### src/lcdns_pkg.sv
`default_nettype none
package lcdns_pkg;

	localparam int QUEUE_DEPTH = 64;
	localparam int PTR_W       = (QUEUE_DEPTH > 1) ? $clog2(QUEUE_DEPTH) : 1;
	localparam int CNT_W       = $clog2(QUEUE_DEPTH + 1);
	localparam int LEVEL_W     = 7;
	localparam int TICK_W      = 16;
	localparam int CFG_IDX_W   = 2;

	localparam logic [TICK_W-1:0] TICK_RESET = TICK_W'(99);

	localparam logic [CFG_IDX_W-1:0] CFG_EN_HIGH = 2'd0;
	localparam logic [CFG_IDX_W-1:0] CFG_EN_LOW  = 2'd1;
	localparam logic [CFG_IDX_W-1:0] CFG_SETTLE  = 2'd2;

	localparam logic FUNC_PUSH = 1'b0;
	localparam logic FUNC_TICK = 1'b1;

	typedef struct packed {
		logic [7:0]        byte_value;
		logic              rs;
		logic [TICK_W-1:0] settle;
	} entry_t;

	localparam int ENTRY_W = $bits(entry_t);

	typedef struct packed {
		logic   push;
		logic   pop;
		entry_t wr_entry;
	} fifo_ctl_t;

	typedef struct packed {
		logic [CNT_W-1:0] count;
		logic             full;
		logic             empty;
	} fifo_sts_t;

endpackage
`default_nettype wire

### src/char_lcd_nibble_sequencer_unit.sv
// Character LCD 4-bit bus sequencer with a write queue.
// Input channel (in_valid/in_ready): func selects a push (byte_value, is_data,
// hold_ticks queued; data writes take the data settle reload at push time) or one
// timer tick that steps the enable-strobe sequencer.
// Output channel (out_valid/out_ready): one result per transaction with the
// current pin levels, dropped flag, queue level and busy status.
// Config channel (cfg_valid/cfg_ready): cfg_index 0 enable high reload,
// 1 enable low reload, 2 data settle reload; always ready, index 3 ignored.
// The result is registered; a tick that pops the queue first passes through
// the ST_POP state for the registered queue RAM read.
// Throughput: one transaction per cycle while results are taken at once;
// none is taken while a pop tick waits in ST_POP. A new transaction is taken
// only in ST_RUN and when the result register is empty or taken that cycle.
// Receiver stall: results hold and in_ready stays low until out_ready.
// Reset: queue empty, sequencer idle, pins low, all reloads 99; no clearing
// pass is needed.
`default_nettype none
module char_lcd_nibble_sequencer_unit (
	input  wire logic                              clk,
	input  wire logic                              arst_n,
	input  wire logic                              in_valid,
	output logic                                   in_ready,
	input  wire logic                              func,
	input  wire logic [7:0]                        byte_value,
	input  wire logic                              is_data,
	input  wire logic [lcdns_pkg::TICK_W-1:0]      hold_ticks,
	output logic                                   out_valid,
	input  wire logic                              out_ready,
	output logic                                   lcd_rs,
	output logic                                   lcd_en,
	output logic [3:0]                             lcd_nibble,
	output logic                                   dropped,
	output logic [lcdns_pkg::LEVEL_W-1:0]          queue_level,
	output logic                                   busy_res,
	input  wire logic                              cfg_valid,
	output logic                                   cfg_ready,
	input  wire logic [lcdns_pkg::CFG_IDX_W-1:0]   cfg_index,
	input  wire logic [lcdns_pkg::TICK_W-1:0]      cfg_data
);
	import lcdns_pkg::*;

	typedef enum logic {
		ST_RUN,
		ST_POP
	} ctl_state_t;

	typedef enum logic [1:0] {
		PH_IDLE,
		PH_HIGH1,
		PH_LOW1,
		PH_HIGH2
	} phase_t;

	ctl_state_t        state_q;
	phase_t            phase_q;
	entry_t            cur_q;
	logic [TICK_W-1:0] countdown_q;
	logic              rs_q;
	logic              en_q;
	logic [3:0]        nib_q;
	logic              out_valid_q;
	logic              dropped_q;
	logic [TICK_W-1:0] en_high_q;
	logic [TICK_W-1:0] en_low_q;
	logic [TICK_W-1:0] settle_q;

	fifo_ctl_t fctl;
	fifo_sts_t fsts;
	entry_t    rd_entry;

	logic accept;
	logic is_tick;
	logic need_pop;

	assign in_ready = (state_q == ST_RUN) && (!out_valid_q || out_ready);
	assign accept   = in_valid && in_ready;
	assign is_tick  = (func == FUNC_TICK);
	assign need_pop = is_tick && (countdown_q == '0) && (phase_q == PH_IDLE) && !fsts.empty;

	always_comb begin
		fctl.push              = accept && !is_tick && !fsts.full;
		fctl.pop               = accept && need_pop;
		fctl.wr_entry.byte_value = byte_value;
		fctl.wr_entry.rs       = is_data;
		fctl.wr_entry.settle   = is_data ? settle_q : hold_ticks;
	end

	lcdns_fifo u_fifo (
		.clk     (clk),
		.arst_n  (arst_n),
		.ctl     (fctl),
		.sts     (fsts),
		.rd_entry(rd_entry)
	);

	always_ff @(posedge clk or negedge arst_n) begin
		if (!arst_n) begin
			state_q     <= ST_RUN;
			phase_q     <= PH_IDLE;
			cur_q       <= '0;
			countdown_q <= '0;
			rs_q        <= 1'b0;
			en_q        <= 1'b0;
			nib_q       <= '0;
			out_valid_q <= 1'b0;
			dropped_q   <= 1'b0;
			en_high_q   <= TICK_RESET;
			en_low_q    <= TICK_RESET;
			settle_q    <= TICK_RESET;
		end else begin
			if (cfg_valid) begin
				case (cfg_index)
					CFG_EN_HIGH: en_high_q <= cfg_data;
					CFG_EN_LOW:  en_low_q  <= cfg_data;
					CFG_SETTLE:  settle_q  <= cfg_data;
					default: ;
				endcase
			end

			if (out_valid_q && out_ready) begin
				out_valid_q <= 1'b0;
			end

			case (state_q)
				ST_POP: begin
					cur_q       <= rd_entry;
					rs_q        <= rd_entry.rs;
					nib_q       <= rd_entry.byte_value[7:4];
					en_q        <= 1'b1;
					countdown_q <= en_high_q;
					phase_q     <= PH_HIGH1;
					out_valid_q <= 1'b1;
					state_q     <= ST_RUN;
				end
				default: begin
					if (accept) begin
						dropped_q <= !is_tick && fsts.full;
						if (need_pop) begin
							state_q <= ST_POP;
						end else begin
							out_valid_q <= 1'b1;
						end
						if (is_tick) begin
							if (countdown_q != '0) begin
								countdown_q <= countdown_q - TICK_W'(1);
							end else begin
								case (phase_q)
									PH_HIGH1: begin
										en_q        <= 1'b0;
										countdown_q <= en_low_q;
										phase_q     <= PH_LOW1;
									end
									PH_LOW1: begin
										nib_q       <= cur_q.byte_value[3:0];
										en_q        <= 1'b1;
										countdown_q <= en_high_q;
										phase_q     <= PH_HIGH2;
									end
									PH_HIGH2: begin
										en_q        <= 1'b0;
										countdown_q <= cur_q.settle;
										phase_q     <= PH_IDLE;
									end
									default: ;
								endcase
							end
						end
					end
				end
			endcase
		end
	end

	assign cfg_ready   = 1'b1;
	assign out_valid   = out_valid_q;
	assign lcd_rs      = rs_q;
	assign lcd_en      = en_q;
	assign lcd_nibble  = nib_q;
	assign dropped     = dropped_q;
	assign queue_level = LEVEL_W'(fsts.count);
	assign busy_res    = (phase_q != PH_IDLE) || (countdown_q != '0);

`ifndef SYNTHESIS
	a_pop_no_result: assert property (@(posedge clk) disable iff (!arst_n)
		(state_q == ST_POP) |-> !out_valid_q)
		else $error("result pending during queue read");

	a_pop_gives_result: assert property (@(posedge clk) disable iff (!arst_n)
		(state_q == ST_POP) |=> (out_valid_q && (phase_q == PH_HIGH1) && en_q))
		else $error("pop did not start the high nibble strobe");

	a_drop_when_full: assert property (@(posedge clk) disable iff (!arst_n)
		(out_valid_q && dropped_q) |-> fsts.full)
		else $error("push dropped while queue not full");

	a_count_bound: assert property (@(posedge clk) disable iff (!arst_n)
		fsts.count <= CNT_W'(QUEUE_DEPTH))
		else $error("queue count overflow");
`endif

endmodule
`default_nettype wire

### src/lcdns_ram.sv
`default_nettype none
module lcdns_ram #(
	parameter int WIDTH = 8,
	parameter int DEPTH = 16,
	parameter int ADDR_W = (DEPTH > 1) ? $clog2(DEPTH) : 1
) (
	input  wire logic              clk,
	input  wire logic              we,
	input  wire logic [ADDR_W-1:0] waddr,
	input  wire logic [WIDTH-1:0]  wdata,
	input  wire logic              re,
	input  wire logic [ADDR_W-1:0] raddr,
	output logic      [WIDTH-1:0]  rdata
);

	logic [WIDTH-1:0] mem [DEPTH];

	always_ff @(posedge clk) begin
		if (we) begin
			mem[waddr] <= wdata;
		end
		if (re) begin
			rdata <= mem[raddr];
		end
	end

endmodule
`default_nettype wire

### src/lcdns_fifo.sv
`default_nettype none
module lcdns_fifo (
	input  wire logic                  clk,
	input  wire logic                  arst_n,
	input  wire lcdns_pkg::fifo_ctl_t  ctl,
	output lcdns_pkg::fifo_sts_t       sts,
	output lcdns_pkg::entry_t          rd_entry
);
	import lcdns_pkg::*;

	logic [PTR_W-1:0] rptr_q;
	logic [PTR_W-1:0] wptr_q;
	logic [CNT_W-1:0] count_q;
	logic [ENTRY_W-1:0] rdata;

	function automatic logic [PTR_W-1:0] ptr_inc(input logic [PTR_W-1:0] p);
		if (p == PTR_W'(QUEUE_DEPTH - 1)) begin
			return '0;
		end
		return p + PTR_W'(1);
	endfunction

	lcdns_ram #(
		.WIDTH(ENTRY_W),
		.DEPTH(QUEUE_DEPTH)
	) u_ram (
		.clk  (clk),
		.we   (ctl.push),
		.waddr(wptr_q),
		.wdata(ctl.wr_entry),
		.re   (ctl.pop),
		.raddr(rptr_q),
		.rdata(rdata)
	);

	always_ff @(posedge clk or negedge arst_n) begin
		if (!arst_n) begin
			rptr_q  <= '0;
			wptr_q  <= '0;
			count_q <= '0;
		end else begin
			if (ctl.push) begin
				wptr_q <= ptr_inc(wptr_q);
			end
			if (ctl.pop) begin
				rptr_q <= ptr_inc(rptr_q);
			end
			if (ctl.push && !ctl.pop) begin
				count_q <= count_q + CNT_W'(1);
			end else if (ctl.pop && !ctl.push) begin
				count_q <= count_q - CNT_W'(1);
			end
		end
	end

	assign rd_entry  = entry_t'(rdata);
	assign sts.count = count_q;
	assign sts.full  = (count_q == CNT_W'(QUEUE_DEPTH));
	assign sts.empty = (count_q == '0);

endmodule
`default_nettype wire
### config.mk
export PLATFORM = sky130hd
export DESIGN_NAME = char_lcd_nibble_sequencer_unit
export DESIGN_NICKNAME = d
export VERILOG_FILES = /design/src/lcdns_pkg.sv /design/src/char_lcd_nibble_sequencer_unit.sv /design/src/lcdns_ram.sv /design/src/lcdns_fifo.sv
export SDC_FILE = /design/constraint.sdc
export NUM_CORES = 2
export LEC_CHECK = 0
export BUFFER_PORTS_ARGS = -buffer_cell sky130_fd_sc_hd__buf_2
export CAP_MARGIN = 20
export CORE_ASPECT_RATIO = 1.75
export CORE_MARGIN = 3
export CORE_UTILIZATION = 30
export CTS_CLUSTER_SIZE = 24
export DETAILED_ROUTE_END_ITERATION = 10
export GPL_ROUTABILITY_DRIVEN = 0
export PLACE_DENSITY = 0.48
export RECOVER_POWER = 25
export SLEW_MARGIN = 20
export SYNTH_ARGS = -nofsm -noshare
export SYNTH_HDL_FRONTEND = slang
export SYNTH_SLANG_ARGS = --single-unit
export TNS_END_PERCENT = 30
### constraint.sdc
create_clock -name clk -period 3.3 [get_ports clk]
set_input_delay 0.495 -clock clk [delete_from_list [all_inputs] [get_ports clk]]
set_output_delay 0.495 -clock clk [all_outputs]
set_load 0.02 [all_outputs]
# Yosys cells after proc, flatten, opt, wreduce, memory -nomap -nowiden
# Memories as Yosys holds them, arrays and structs flattened. A register that Yosys moved wholly into a read port is not among the register bits.
# Cells that the tools add are included.
[totals]
register_bits = 114
ram_bits = 1600
mem_count = 1
[classes]
add_sub_neg = 5
eq_ne = 9
mux = 40
n_bitwise = 1
n_reduce_logical = 42
[mem_list]
columns = ["name", "depth", "width", "read_ports", "rd_clocked_by_memory_dff", "write_ports", "line", "text"]
rows = [
  ["u_fifo.u_ram.mem", 64, 25, 1, 1, 1, "lcdns_ram.sv:16", "logic [WIDTH-1:0] mem [DEPTH];"],
]
[op_table]
columns = ["cell", "n"]
rows = [
  ["2-to-1 mux 16 bit", 5],
  ["case mux 16 bit (3 select lines)", 1],
  ["2-to-1 mux 6 bit", 4],
  ["2-to-1 mux 4 bit", 5],
  ["2-to-1 mux 1 bit", 17],
  ["zero test 16 bit", 1],
  ["nonzero test 16 bit", 1],
  ["subtractor 16 x 1 -> 16 bit, second input constant", 1],
  ["2-to-1 mux 7 bit", 2],
  ["adder 6 x 1 -> 6 bit, second input constant", 2],
  ["== test 6 bit, second input constant", 2],
  ["logical AND 1 bit", 12],
  ["AND reduction 4 bit", 3],
  ["nonzero test 2 bit", 5],
  ["2-to-1 mux 2 bit", 4],
  ["AND reduction 2 bit", 4],
  ["adder 7 x 1 -> 7 bit, second input constant", 1],
  ["== test 7 bit, second input constant", 1],
  ["zero test 7 bit", 1],
  ["subtractor 7 x 1 -> 7 bit, second input constant", 1],
  ["== test 2 bit, second input constant", 3],
  ["zero test 1 bit", 6],
  ["case mux 2 bit (3 select lines)", 1],
  ["nonzero test 5 bit", 1],
  ["other kinds (10)", 13],
]

# Depth between registers and ports, before layout
[depth]
ltp_word = 10
mapped_depth = 14
ltp_nobuf = 14

# Cells and area by module
# From an unflattened synthesis, not the netlist that was laid out.
[hier_totals]
cells_unflattened = 3355
hier_area_um2 = 68572.0
[modules_own_cells]
columns = ["mod", "instances", "cells_each", "area_per_inst_um2", "seq_area_each_um2"]
rows = [
  ["lcdns_ram", 1, 2850, 62747.7, 48796.8],
  ["char_lcd_nibble_sequencer_unit", 1, 397, 4727.0, 2392.3],
  ["lcdns_fifo", 1, 108, 1097.3, 475.5],
]

# Worst setup path before layout
# Ideal clock, no wire load.
[synth_timing]
path_kind = "register to register"
startpoint = "register countdown_q[7]"
endpoint = "register u_fifo.count_q[6]"
arrival_ps = 3237
required_ps = 3168
setup_slack_ps = -69
stages_incl_launch_ff = 14
path_buffers = 0
period_less_slack_ps = 3369
path_cell_list = "dfrtp_1 nor4_4 nand2_2 or4_4 or3_4 ha_1 inv_1 ha_1 a21o_1 a21oi_1 nor2_1 nand4_1 o211ai_1 xor2_1"
[synth_between]
elab_chain_cells = 8
elab_cells_between_ends = 10
[synth_lines]
columns = ["element", "line", "text"]
rows = [
  ["start, declared", "char_lcd_nibble_sequencer_unit.sv:57", "logic [TICK_W-1:0] countdown_q;"],
  ["start signal, assigned", "char_lcd_nibble_sequencer_unit.sv:130", "countdown_q <= en_high_q;"],
  ["start signal, assigned", "char_lcd_nibble_sequencer_unit.sv:145", "countdown_q <= countdown_q - TICK_W'(1);"],
  ["start signal, assigned", "char_lcd_nibble_sequencer_unit.sv:150", "countdown_q <= en_low_q;"],
  ["zero test 16 bit *", "char_lcd_nibble_sequencer_unit.sv:78", "assign need_pop = is_tick && (countdown_q == '0) && (phase_q == PH_IDLE) && !fsts.empty;"],
  ["logical AND 1 bit * (3 in series)", "char_lcd_nibble_sequencer_unit.sv:78", ""],
  ["logical AND 1 bit *", "char_lcd_nibble_sequencer_unit.sv:82", "fctl.pop = accept && need_pop;"],
  ["zero test 1 bit", "lcdns_fifo.sv:48", "if (ctl.push && !ctl.pop) begin"],
  ["logical AND 1 bit", "lcdns_fifo.sv:48", ""],
  ["2-to-1 mux 7 bit / nonzero test 2 bit (equally long branches)", "-", ""],
  ["end signal, assigned", "lcdns_fifo.sv:49", "count_q <= count_q + CNT_W'(1);"],
  ["end signal, assigned", "lcdns_fifo.sv:51", "count_q <= count_q - CNT_W'(1);"],
  ["end, declared", "lcdns_fifo.sv:13", "logic [CNT_W-1:0] count_q;"],
]
# Mark *: on every way between the ends. The rest lies on a longest branch, timed or not.
# A chain may end at the register's enable or synchronous reset.

# Final worst setup path
[layout_timing]
startpoint = "register countdown_q[10]"
endpoint = "register u_fifo.count_q[6]"
# Same word-level chain as after synthesis.

==> flow_summary.yaml <==
setup_path:
  slowest_delay_ns: 0.55
  start_kind: "flip-flop"
  crit_type: "reg2reg"
  cp_top_family: "simple AND/OR/NAND/NOR gates"
  critPathRequiredTime_ns: 4.00
  cp.arrival_ns: 3.90
  worst-path-buf-inv: 2
  path_cells: "nor4_4 > nand2_2 > or4_4 > or3_4 > ha_2 > inv_2 > buf_4 > ha_4 > nor4_2 > a41o_1 > a31oi_1 > o211ai_1 > xor2_1"
  r2r-start: "countdown_q[10]"
  r2r_end: "u_fifo.count_q[6]"
  critPathMaxFanout: 4
  slowest_stage: "or4_4"
  end_kind: "flip-flop"
  reg2reg_slack_ns: 0.1
  ff2ff_path_depth: 13
routing:
  wire_per_inst_um: 29.88
  drt_drc_violations_left: 0
  viasPerCell: 5.139
  wl_um: 200300
  routed-via-count: 34450
  dr.pass1.iters: 5
  ant_nets: 0
  drt_iter0_markers: 2893
min_path:
  hold_path_depth: 2
  hold_end: "en_low_q[15]"
  hp-start: "cfg_data[15]"
  min_path_type: "in2reg"
sta:
  max_slew_margin: -1.079
  worst_slew_pin_slew_ns: 3.119
  fin_worst_skew_ns: 0.03461
  slew_violations: 604
  fin_crit_ns: 3.201
  fin_tns_setup_ns: 0
  finalHoldViolCount: 0
  setup_viol: 0
  timing.hold.ws_ns: 0.06265
  fmax_mhz: 312.4
  grt_setup_unrepaired: "yes"
  period_share: 0.9701
clock_tree:
  numClockSinks: 1739
  path_clk_slew_ns: 0.07
  cts-root-buf: "clkbuf_16"
  clock_latency_ns: 0.80
  numCtsBuffers: 159
  cts_tree: "done"
  htree_levels: 4
  cts_buffer_depth: 4
synth:
  yosysWarningCount: 0
  post_synth.cell_area_avg_um2: 20.19
  async_reset_ff_frac: 0.06555
  synthTopCellsByArea: "edfxtp_1 72%, mux4_2 10%, dfrtp_1 3.8%"
  syn_area_mm2: 0.06744
  ys_top_cells_by_count: "1625 x edfxtp_1, 304 x mux4_2, 211 x mux2i_1"
  synth.distinct_cells: 71
  ys_seq_elements: 1739
  synthCells: 3340
  synth_top_area_share: 0.7235
  synth-main-ff-cell: "edfxtp_1"
  synth_edf_count: 1625
  synth_top_cell_by_area: "edfxtp_1"
  synth.yosys.seq_area_share: 0.7661
  yosysMostFrequentCell: "edfxtp_1"
  synth_nets: 3401
finish:
  syn2layout_area_growth_pct: 17.49
  drive_gt1_frac: 0.2798
  fillers: 20750
  nets: 3765
  fin_cells: 6703
  utilization: 0.3555
status:
  outcome: "finished with violations"
  violations: "capacitance limit, slew limit"
pwr:
  p_sw_w: 0.01039
  p_leak_nw: 24.48
  finalPower_w: 0.04655
  seqPwrFrac: 0.542
  p_per_area_mw_per_mm2: 587.5
  p_comb_frac: 0.066
  p_sw_frac: 0.2233
  peakVddDrop_uv: 350.6
  power.share.clock: 0.391
  internal-power_w: 0.03615
global_route:
  grt_pass1_wl_um: 282200
  grt_max_degree: 67
  track_usage: 0.1719
  gr-total-overflow: 0
  antenna_found_initial: 8
  grt_pass1_vias: 36370
floorplan:
  initial_utilization: 0.3025
  die_width_um: 364.4
  die_height_um: 633.2
  num_rows: 229
  dieArea_mm2: 0.2308
  ioPinCount: 67
  fp.coreArea_mm2: 0.2229
placement:
  place_hpwl_um: 124800
  dpl.cell_count: 6411
  portBuffers: 65
flow_run:
  cap_violations: 14
==> power by group through the flow <==
stage	clock [W]	sequential (W)	combinational [W]
final	0.0182	0.0253	0.00309
after global placement	0	0.0257	0.00306
after global routing	0.0194	0.0253	0.00335
after floorplan	0	0.0257	0.00137
after detailed placement	0	0.0257	0.00310
after CTS	0.0187	0.0252	0.00313
==> routing by layer <==
layer  vias to the layer above  wire (µm)  GRT usage
met2                       810     109500     0.3234
met5                         -         22          0
li1                      14540          -          -
met4                         4       8346    0.06660
met3                       267       6681    0.01583
met1                     18830      75680     0.2002
==> cell type report <==
class,count,area [µm²],share of cell area
multi-input cells,1392,15270,0.1927
clock buffers,184,4115,0.05194
clock inverters,86,828.3,0.01045
diodes,3,7.507,0.00009474
well taps,2887,3612,0.04559
repair buffers,397,3672,0.04635
inverters,15,56.30,0.0007106
flip-flops and latches,1739,51680,0.6522
==> what timing repair did <==
action                                 4_1_cts  5_1_grt
setup buffers                                0        0
hold buffers                                19        0
pin swaps                                    0        4
setup endpoints to repair                    2        4
gates resized for setup                      2        6
endpoints found under the hold margin       90        0
==> state kept, by name, indices dropped and copies added, names as in the netlist <==
name	flops
u_fifo.u_ram.rdata	25
lcd_nibble	4
out_valid	1
dropped	1
state_q	1
en_low_q	16
cur_q	20
u_fifo.wptr_q	6
u_fifo.u_ram.mem	1600
u_fifo.rptr_q	6
u_fifo.count_q	7
en_high_q	16
phase_q	2
countdown_q	16
lcd_en	1
settle_q	16
lcd_rs	1
==> worst register-to-register path, stage by stage (launching register included) <==
cell	delay (ns)
dfrtp_1	0.41
nor4_4	0.33
nand2_2	0.08
or4_4	0.55
or3_4	0.35
ha_2	0.20
inv_2	0.09
buf_4	0.14
ha_4	0.21
nor4_2	0.31
a41o_1	0.14
a31oi_1	0.05
o211ai_1	0.11
xor2_1	0.16
==> placed cells by master, fill, tap and decap left out, types with 10 or more instances in the layout <==
| master | count |
|---|---|
| dfrtp_1 | 96 |
| clkinv_2 | 22 |
| clkbuf_16 | 161 |
| a211oi_1 | 39 |
| o22ai_1 | 35 |
| dfstp_2 | 10 |
| nand4_1 | 10 |
| nand2_1 | 74 |
| clkinv_1 | 34 |
| a21oi_1 | 111 |
| xnor2_1 | 13 |
| buf_2 | 51 |
| inv_1 | 11 |
| nor2_1 | 32 |
| buf_4 | 222 |
| nor2_4 | 35 |
| mux2_2 | 86 |
| and3_1 | 12 |
| a22o_1 | 11 |
| a221oi_1 | 26 |
| bufinv_16 | 15 |
| mux4_2 | 304 |
| nor2b_1 | 13 |
| nor2_2 | 33 |
| dlygate4sd3_1 | 19 |
| mux2i_1 | 211 |
| buf_12 | 70 |
| nand3_1 | 46 |
| edfxtp_1 | 1625 |
| o221ai_1 | 25 |
| a22oi_1 | 92 |
| o21ai_0 | 41 |
| clkbuf_1 | 54 |
==> worst max-delay path by stage <==
stage                                  from               endpoint  cells past startpoint
after floorplan           u_fifo.count_q[5]      u_fifo.count_q[6]                     12
after global placement      countdown_q[10]      u_fifo.count_q[5]                     13
after detailed placement    countdown_q[10]      u_fifo.count_q[5]                     13
after CTS                  u_fifo.rptr_q[0]  u_fifo.u_ram.rdata[5]                     10
after global routing        countdown_q[10]      u_fifo.count_q[6]                     13
final                       countdown_q[10]      u_fifo.count_q[6]                     13
==> per-stage QoR <==
| step | instance area [µm²] | setup WS [ns] |
|---|---|---|
| final | 79240 | 0.09878 |
| after global routing | 79230 | -0.04961 |
| after CTS | 79320 | 0.02510 |
| after detailed placement | 74180 | 0.01223 |
| after global placement | 74130 | -0.04532 |
| after floorplan | 67440 | 0.001818 |
==> cell families after synthesis <==
logic type | synth area share
AO/OA/AOI/OAI | 0.04531
XOR/XNOR | 0.002467
adder cells (fa/ha/maj) | 0.002338
buffers and inverters | 0.01345
flip-flops | 0.7661
multiplexers | 0.1480
other | 0.00005560
AND/OR/NAND/NOR | 0.02228
Note: power is estimated with default switching activity, not from simulation.
